## src/sv/mwv_pkg.sv

```systemverilog
// shared constants for the moving window variance block
`default_nettype none

package mwv_pkg;

  localparam int SAMPLE_W = 8;
  localparam int VAR_W    = 16;
  localparam int VAR_MAX  = 65025;

  typedef logic signed [SAMPLE_W-1:0] sample_t;
  typedef logic [VAR_W-1:0]           variance_t;

endpackage

`default_nettype wire

```

## src/sv/moving_window_variance.sv

```systemverilog
// moving window variance top level: sequencer, accumulator and output register
//
//   channel   dir   fields (lsb up)        transfer when
//   s_*       in    tdata: z_sample[7:0]   s_tvalid && s_tready
//   m_*       out   tdata: variance[15:0]  m_tvalid && m_tready
//
// each sample runs through the sequencer in order: a ring walk over the single read port
// that sums the window, a division for the mean, a second ring walk that sums
// the squared deviations, a division for the variance, then the output state
// m_tvalid is registered as the sequencer leaves the output state
// s_tready is high only while the sequencer is idle; a finished result waits
// in the output register and the next sample is taken meanwhile, a second finished
// result holds the sequencer until the output register frees
// synchronous reset clears the ring valid flags, write index and control state
`default_nettype none

module moving_window_variance
  import mwv_pkg::*;
#(
  parameter int WINDOW = 10
) (
  input  wire logic               clk,
  input  wire logic               rst,
  input  wire logic               s_tvalid,
  output logic                    s_tready,
  input  wire logic [SAMPLE_W-1:0] s_tdata,   // z_sample[7:0]
  output logic                    m_tvalid,
  input  wire logic               m_tready,
  output logic [VAR_W-1:0]        m_tdata     // variance[15:0]
);

  localparam int IW   = $clog2(WINDOW);
  localparam int CW   = $clog2(WINDOW + 2);
  localparam int SUMW = SAMPLE_W + $clog2(WINDOW);
  localparam int QW   = $clog2(VAR_MAX * WINDOW + 1);
  localparam int MW   = SAMPLE_W + 1;
  localparam int DW   = SAMPLE_W + 2;

  localparam logic [2:0] S_IDLE = 3'd0;
  localparam logic [2:0] S_SUM  = 3'd1;
  localparam logic [2:0] S_MEAN = 3'd2;
  localparam logic [2:0] S_DIV1 = 3'd3;
  localparam logic [2:0] S_SQ   = 3'd4;
  localparam logic [2:0] S_VAR  = 3'd5;
  localparam logic [2:0] S_DIV2 = 3'd6;
  localparam logic [2:0] S_OUT  = 3'd7;

  logic [2:0]             state;
  logic [CW-1:0]          cnt;
  logic [IW-1:0]          widx;
  logic [IW-1:0]          widx_next;
  logic                   pv;
  logic                   pv2;
  logic                   issue;
  logic                   accept;
  logic signed [SUMW-1:0] sum;
  logic [SUMW-1:0]        sum_mag;
  logic signed [MW-1:0]   mean;
  logic [VAR_W-1:0]       prod_q;
  logic signed [DW-1:0]   dev;
  logic signed [2*DW-1:0] dev_sq;
  logic [QW-1:0]          sq;
  logic [QW-1:0]          div_in;
  logic                   div_start;
  logic                   div_done;
  logic [QW-1:0]          div_q;
  logic [MW-1:0]          q_mean;
  variance_t              var_clamped;
  variance_t              result;
  sample_t                rd_data;

  assign s_tready  = (state == S_IDLE);
  assign accept    = s_tvalid && s_tready;
  assign widx_next = (widx == IW'(WINDOW - 1)) ? '0 : widx + IW'(1);
  assign issue     = ((state == S_SUM) || (state == S_SQ)) && (cnt < CW'(WINDOW));

  mwv_ring #(
    .WINDOW (WINDOW),
    .IW     (IW)
  ) u_ring (
    .clk     (clk),
    .rst     (rst),
    .wr_en   (accept),
    .wr_addr (widx_next),
    .wr_data (sample_t'(s_tdata)),
    .rd_en   (issue),
    .rd_addr (cnt[IW-1:0]),
    .rd_data (rd_data)
  );

  assign sum_mag   = sum[SUMW-1] ? SUMW'(-sum) : SUMW'(sum);
  assign div_start = (state == S_MEAN) || (state == S_VAR);
  assign div_in    = (state == S_MEAN) ? QW'(sum_mag) : sq;

  mwv_div #(
    .WIDTH   (QW),
    .DIVISOR (WINDOW)
  ) u_div (
    .clk      (clk),
    .rst      (rst),
    .start    (div_start),
    .dividend (div_in),
    .done     (div_done),
    .quotient (div_q)
  );

  assign q_mean      = div_q[MW-1:0];
  assign dev         = DW'(rd_data) - DW'(mean);
  assign dev_sq      = dev * dev;
  assign var_clamped = (div_q > QW'(VAR_MAX)) ? VAR_W'(VAR_MAX) : div_q[VAR_W-1:0];

  // sequencer
  always_ff @(posedge clk) begin
    if (rst) begin
      state    <= S_IDLE;
      cnt      <= '0;
      widx     <= '0;
      pv       <= 1'b0;
      pv2      <= 1'b0;
      m_tvalid <= 1'b0;
    end else begin
      pv  <= issue;
      pv2 <= pv && (state == S_SQ);
      if ((state == S_OUT) && (!m_tvalid || m_tready)) begin
        m_tvalid <= 1'b1;
      end else if (m_tvalid && m_tready) begin
        m_tvalid <= 1'b0;
      end
      unique case (state)
        S_IDLE: begin
          if (accept) begin
            widx  <= widx_next;
            cnt   <= '0;
            state <= S_SUM;
          end
        end
        S_SUM: begin
          if (cnt == CW'(WINDOW)) begin
            state <= S_MEAN;
          end else begin
            cnt <= cnt + CW'(1);
          end
        end
        S_MEAN: begin
          state <= S_DIV1;
        end
        S_DIV1: begin
          if (div_done) begin
            cnt   <= '0;
            state <= S_SQ;
          end
        end
        S_SQ: begin
          if (cnt == CW'(WINDOW + 1)) begin
            state <= S_VAR;
          end else begin
            cnt <= cnt + CW'(1);
          end
        end
        S_VAR: begin
          state <= S_DIV2;
        end
        S_DIV2: begin
          if (div_done) begin
            state <= S_OUT;
          end
        end
        S_OUT: begin
          if (!m_tvalid || m_tready) begin
            state <= S_IDLE;
          end
        end
        default: begin
          state <= S_IDLE;
        end
      endcase
    end
  end

  // datapath registers
  always_ff @(posedge clk) begin
    if (accept) begin
      sum <= '0;
      sq  <= '0;
    end else begin
      if (pv && (state == S_SUM)) begin
        sum <= sum + SUMW'(rd_data);
      end
      if (pv2) begin
        sq <= sq + QW'(prod_q);
      end
    end
    if (pv) begin
      prod_q <= dev_sq[VAR_W-1:0];
    end
    if ((state == S_DIV1) && div_done) begin
      mean <= sum[SUMW-1] ? MW'(-q_mean) : MW'(q_mean);
    end
    if ((state == S_DIV2) && div_done) begin
      result <= var_clamped;
    end
    if ((state == S_OUT) && (!m_tvalid || m_tready)) begin
      m_tdata <= result;
    end
  end

endmodule

`default_nettype wire

```

## src/sv/mwv_ring.sv

```systemverilog
// sample ring memory with per-entry valid flags, registered read
`default_nettype none

module mwv_ring
  import mwv_pkg::*;
#(
  parameter int WINDOW = 10,
  parameter int IW     = $clog2(WINDOW)
) (
  input  wire logic          clk,
  input  wire logic          rst,
  input  wire logic          wr_en,
  input  wire logic [IW-1:0] wr_addr,
  input  wire sample_t       wr_data,
  input  wire logic          rd_en,
  input  wire logic [IW-1:0] rd_addr,
  output sample_t            rd_data
);

  sample_t           mem [WINDOW];
  logic [WINDOW-1:0] valid;
  sample_t           mem_q;
  logic              valid_q;

  always_ff @(posedge clk) begin
    if (wr_en) begin
      mem[wr_addr] <= wr_data;
    end
    if (rd_en) begin
      mem_q <= mem[rd_addr];
    end
  end

  always_ff @(posedge clk) begin
    if (rst) begin
      valid   <= '0;
      valid_q <= 1'b0;
    end else begin
      if (wr_en) begin
        valid[wr_addr] <= 1'b1;
      end
      if (rd_en) begin
        valid_q <= valid[rd_addr];
      end
    end
  end

  // never-written entries read as zero
  assign rd_data = valid_q ? mem_q : sample_t'(0);

endmodule

`default_nettype wire

```

## src/sv/mwv_div.sv

```systemverilog
// divide by a constant through reciprocal multiplication, quotient and done in the cycle after start
`default_nettype none

module mwv_div #(
  parameter int WIDTH   = 20,
  parameter int DIVISOR = 10
) (
  input  wire logic             clk,
  input  wire logic             rst,
  input  wire logic             start,
  input  wire logic [WIDTH-1:0] dividend,
  output logic                  done,
  output logic [WIDTH-1:0]      quotient
);

  // rounded-up reciprocal, exact for every dividend below 2**WIDTH
  localparam int              SH      = WIDTH + $clog2(DIVISOR);
  localparam int              RECW    = WIDTH + 2;
  localparam int              PW      = WIDTH + RECW;
  localparam logic [63:0]     RECIP64 = ((64'd1 << SH) + 64'(DIVISOR) - 64'd1) / 64'(DIVISOR);
  localparam logic [RECW-1:0] RECIP   = RECIP64[RECW-1:0];

  logic [PW-1:0] prod;
  logic [PW-1:0] prod_q;

  assign prod = PW'(dividend) * PW'(RECIP);

  always_ff @(posedge clk) begin
    if (rst) begin
      done <= 1'b0;
    end else begin
      done <= start;
    end
  end

  always_ff @(posedge clk) begin
    if (start) begin
      prod_q <= prod;
    end
  end

  assign quotient = WIDTH'(prod_q >> SH);

endmodule

`default_nettype wire
```

## config.mk

```make
export PLATFORM = sky130hd
export DESIGN_NAME = moving_window_variance
export DESIGN_NICKNAME = d
export VERILOG_FILES = /design/src/sv/mwv_pkg.sv /design/src/sv/moving_window_variance.sv /design/src/sv/mwv_ring.sv /design/src/sv/mwv_div.sv
export SDC_FILE = /design/constraint.sdc
export NUM_CORES = 1
export LEC_CHECK = 0
export BUFFER_PORTS_ARGS = -buffer_cell sky130_fd_sc_hd__buf_2
export CORE_ASPECT_RATIO = 1.75
export CORE_UTILIZATION = 41
export DETAILED_ROUTE_END_ITERATION = 12
export GPL_ROUTABILITY_DRIVEN = 0
export PLACE_DENSITY_LB_ADDON = 0.08
export REMOVE_ABC_BUFFERS = 1
export SLEW_MARGIN = 10
export SYNTH_ARGS = -nofsm -noshare
export SYNTH_HDL_FRONTEND = slang
export SYNTH_SLANG_ARGS = --single-unit
```

## constraint.sdc

```tcl
create_clock -name clk -period 20.8 [get_ports clk]
set_clock_uncertainty 0.05 [all_clocks]
set_input_delay 3.12 -clock clk [delete_from_list [all_inputs] [get_ports clk]]
set_output_delay 3.12 -clock clk [all_outputs]
set_load 0.01 [all_outputs]
```

==> results.cfg <==
[finish]
fillers = 4671
multi_input_area_mm2 = 0.0126
layout_commonest_cell = inv_1
drive_above_1_share_pct = 5.93
post-route-util_pct = 45.3
final_cell_mix = inv_1 (364), ha_1 (283), fa_1 (186)
diodes = 0
nets = 2419
area_growth_pct = 8.31
regArea_mm2 = 0.00600

[pwr]
p_sw_mw = 0.235
ir_drop_v = 0.0000715
p_leak_nw = 10.9
seqPwrFrac_pct = 49.1
p_int_mw = 0.744
pwr-share-clk_pct = 42.3
swShare_pct = 24.0
p_per_area_mw_per_mm2 = 45.0
combPwrFrac_pct = 8.6

[clock_tree]
cts-root-buf = clkbuf_16
cts_setup_buffers = 0
cts_buffers = 23
cts_tree = built
cts_sinks = 219
clock_path_buffers = 3
cts-hold-fix-buffers = 0
htreeDepth = 1
cts_resized = 0
clk_latency_ns = 0.55
cts.reportedPaths.clkPinSlew_ns = 0.07

[synthesis]
syn_inst = 1907
netlist_area_mm2 = 0.0201
synth_edf_count = 161
synth-compound-area-share_pct = 8.38
synthArstFlopShare_pct = 0
synth_top_family_by_area = adder cells
synthAdderAreaFrac_pct = 36.2
synth_seq_cells = 219
synth_mux_area_share_pct = 3.52
synth_cell_type_count = 72
synthXorXnorAreaFrac_pct = 5.05
yosysWarnings = 0
yosys.area_share.simple_pct = 9.43
seq_area_frac_synth_pct = 29.9
avgSynthCellArea_um2 = 10.5
synth_ff_type = edfxtp_1

[hold_path]
hold_class = reg -> reg
hp-start = result[14]$_SDFFCE_PN1P_
hold_depth = 0
holdPathEnd = m_tdata[14]$_DFFE_PP_

[floorplanning]
fp.dieW_um = 169
start_util_pct = 41.8
die_h_um = 295
rows = 106
boundaryPins = 30
core_area_mm2 = 0.0480
die-area_mm2 = 0.0499

[sta]
drv_slew = 0
rsz0062_at_grt = no
timing.slew.headroom_pct = 21.6
layout_min_cycle_time_ns = 7.88
fin_tns_setup_ns = 0
layout_setup_ws_ns = 12.92
fin_crit_sh_pct = 37.9
max_clock_freq_ghz = 0.127
setup_violations = 0
worst_pin_slew_ns = 1.17
final_hold_viol_count = 0
timing.hold.ws_ns = 0.374

[setup_path]
crit_top_cell = inv_1
path_max_fanout = 16
r2r_end = u_div.prod_q[33]$_DFFE_PP_
worst_setup_path_start_kind = flip-flop
slowest_delay_ns = 0.71
regToRegSetupSlack_ns = 12.92
arrival_ns = 8.22
worstPathRequired_ns = 21.13
setup.worst_path.class = reg -> reg
reg2reg_from = sum[11]$_SDFFE_PP0P_
cpMaxStageDelayCell = dfxtp_1
ff2ff_path_depth = 28
end_kind = flip-flop

[global_route]
grt_max_degree = 34
grt_pass1_vias = 14400
grt-ovfl-total = 0
grt_first_pass_wirelength_um = 80400
antenna_found_initial = 0
grt_use_total_pct = 21.7

[run]
cap_viol_max_count = 0

[detailed_routing]
wl_per_cell_um = 19.9
post-route-drc-count = 0
drt_iter0_drc = 529
vias = 13300
routed_via_density = 5.10
ant_nets = 0
routed_wl_um = 51800
drtPass1Iterations = 4

[placement]
place_ws_ns = 12.95
hpwl_um = 43400
io_buffers = 29

[run_status]
run_status = finished, final reports clean
per-layer routing:
layer	routed length, um	global-route usage [%]	up-vias
li1	-	-	6442
met1	17600	20.4	6530
met2	29500	43.6	185
met3	878	1.62	124
met4	3800	14.2	0
met5	0	0	-
synthesized netlist by cell type, types with 3 or more instances:
cell type | instances | share of area [%]
inv_1 | 364 | 6.8
ha_1 | 283 | 18
fa_1 | 186 | 19
edfxtp_1 | 161 | 24
nor2_1 | 155 | 2.9
nand2_1 | 90 | 1.7
a21oi_1 | 74 | 1.8
xnor2_1 | 69 | 3.0
dfxtp_1 | 58 | 5.8
xor2_1 | 44 | 1.9
a21o_1 | 41 | 1.5
o21ai_0 | 41 | 1.0
mux2i_1 | 30 | 1.5
clkbuf_1 | 28 | 0.52
nor3_1 | 24 | 0.60
and2_1 | 21 | 0.65
nor2b_1 | 21 | 0.65
nand3_1 | 20 | 0.50
mux4_2 | 18 | 2.0
or3_1 | 16 | 0.50
a211oi_1 | 13 | 0.49
a31oi_1 | 13 | 0.41
o21bai_1 | 11 | 0.41
nand2b_1 | 9 | 0.28
nand4_1 | 8 | 0.25
nor3b_1 | 8 | 0.30
o211ai_1 | 8 | 0.30
buf_1 | 7 | 0.13
o21a_1 | 7 | 0.26
and3_1 | 5 | 0.16
nand3b_1 | 5 | 0.19
o31ai_1 | 5 | 0.19
or2_2 | 5 | 0.16
o21ai_1 | 4 | 0.10
a2111oi_0 | 3 | 0.13
nor4b_1 | 3 | 0.13
o21ba_2 | 3 | 0.15
o41ai_1 | 3 | 0.13
power by group through the flow:
stage / Sequential [mW] / Clock [mW] / Combinational (mW)
final: 0.480 / 0.414 / 0.0844
after global routing: 0.480 / 0.443 / 0.0968
after detailed placement: 0.490 / 0 / 0.0863
after CTS: 0.480 / 0.426 / 0.0866
after global placement: 0.489 / 0 / 0.0849
after floorplan: 0.489 / 0 / 0.0609
sequential cells by signal (all words and copies together) (netlist names), 8 cells and up:
| register | cells |
|---|---|
| sum | 12 |
| result | 16 |
| u_ring.mem_q | 8 |
| u_div.prod_q | 17 |
| m_tdata | 16 |
| u_ring.mem | 80 |
| prod_q | 15 |
| sq | 20 |
| u_ring.valid | 10 |
| mean | 9 |
final cells by class:
cell class	instances	share of cell area, %
multi-input combinational	1287	57.8
sequential	219	27.6
inverter	365	6.30
tap	648	3.73
clock buffer	29	2.75
timing repair buffer	42	1.12
clock inverter	13	0.697
cells by family (layout without fill, tap and decap cells):
| kind of cell | after synthesis | in the layout |
|---|---|---|
| XOR/XNOR | 114 | 114 |
| flip-flops | 219 | 219 |
| multiplexers | 48 | 48 |
| buffers and inverters | 401 | 449 |
| AND/OR/NAND/NOR | 401 | 401 |
| adder cells (fa/ha/maj) | 469 | 469 |
| AO/OA/AOI/OAI | 255 | 255 |
through the flow:
stage	total power [mW]	cell area, um2	cells
6_report	0.979	21700	2603
3_5_place_dp	0.576	21000	2561
3_3_place_gp	0.574	21000	2561
2_1_floorplan	0.550	19900	1871
5_1_grt	1.02	21700	2603
4_1_cts	0.993	21700	2603
worst max path at each step:
stage / startpoint / endpoint / slack [ns]
finish: sum[11]$_SDFFE_PP0P_ / u_div.prod_q[33]$_DFFE_PP_ / 12.92
global route: sum[11]$_SDFFE_PP0P_ / u_div.prod_q[33]$_DFFE_PP_ / 12.49
CTS: u_ring.valid_q$_SDFFE_PP0P_ / prod_q[15]$_DFFE_PP_ / 12.88
detailed placement: u_ring.valid_q$_SDFFE_PP0P_ / prod_q[15]$_DFFE_PP_ / 12.95
global placement: sum[1]$_SDFFE_PP0P_ / u_div.prod_q[40]$_DFFE_PP_ / 12.99
floorplan: sum[1]$_SDFFE_PP0P_ / u_div.prod_q[32]$_DFFE_PP_ / 13.63
critical path, delay by kind of cell (launching register included):
kind	cells	cell delay, ns
and+or+nand+nor	3	0.47
DFF	1	0.71
xor gates and xnor gates	2	0.32
buffers and inverters	6	0.73
AOI/OAI and AO/OA	9	2.40
adders and majority gates	8	3.00
(Power assumes the default switching activity.)
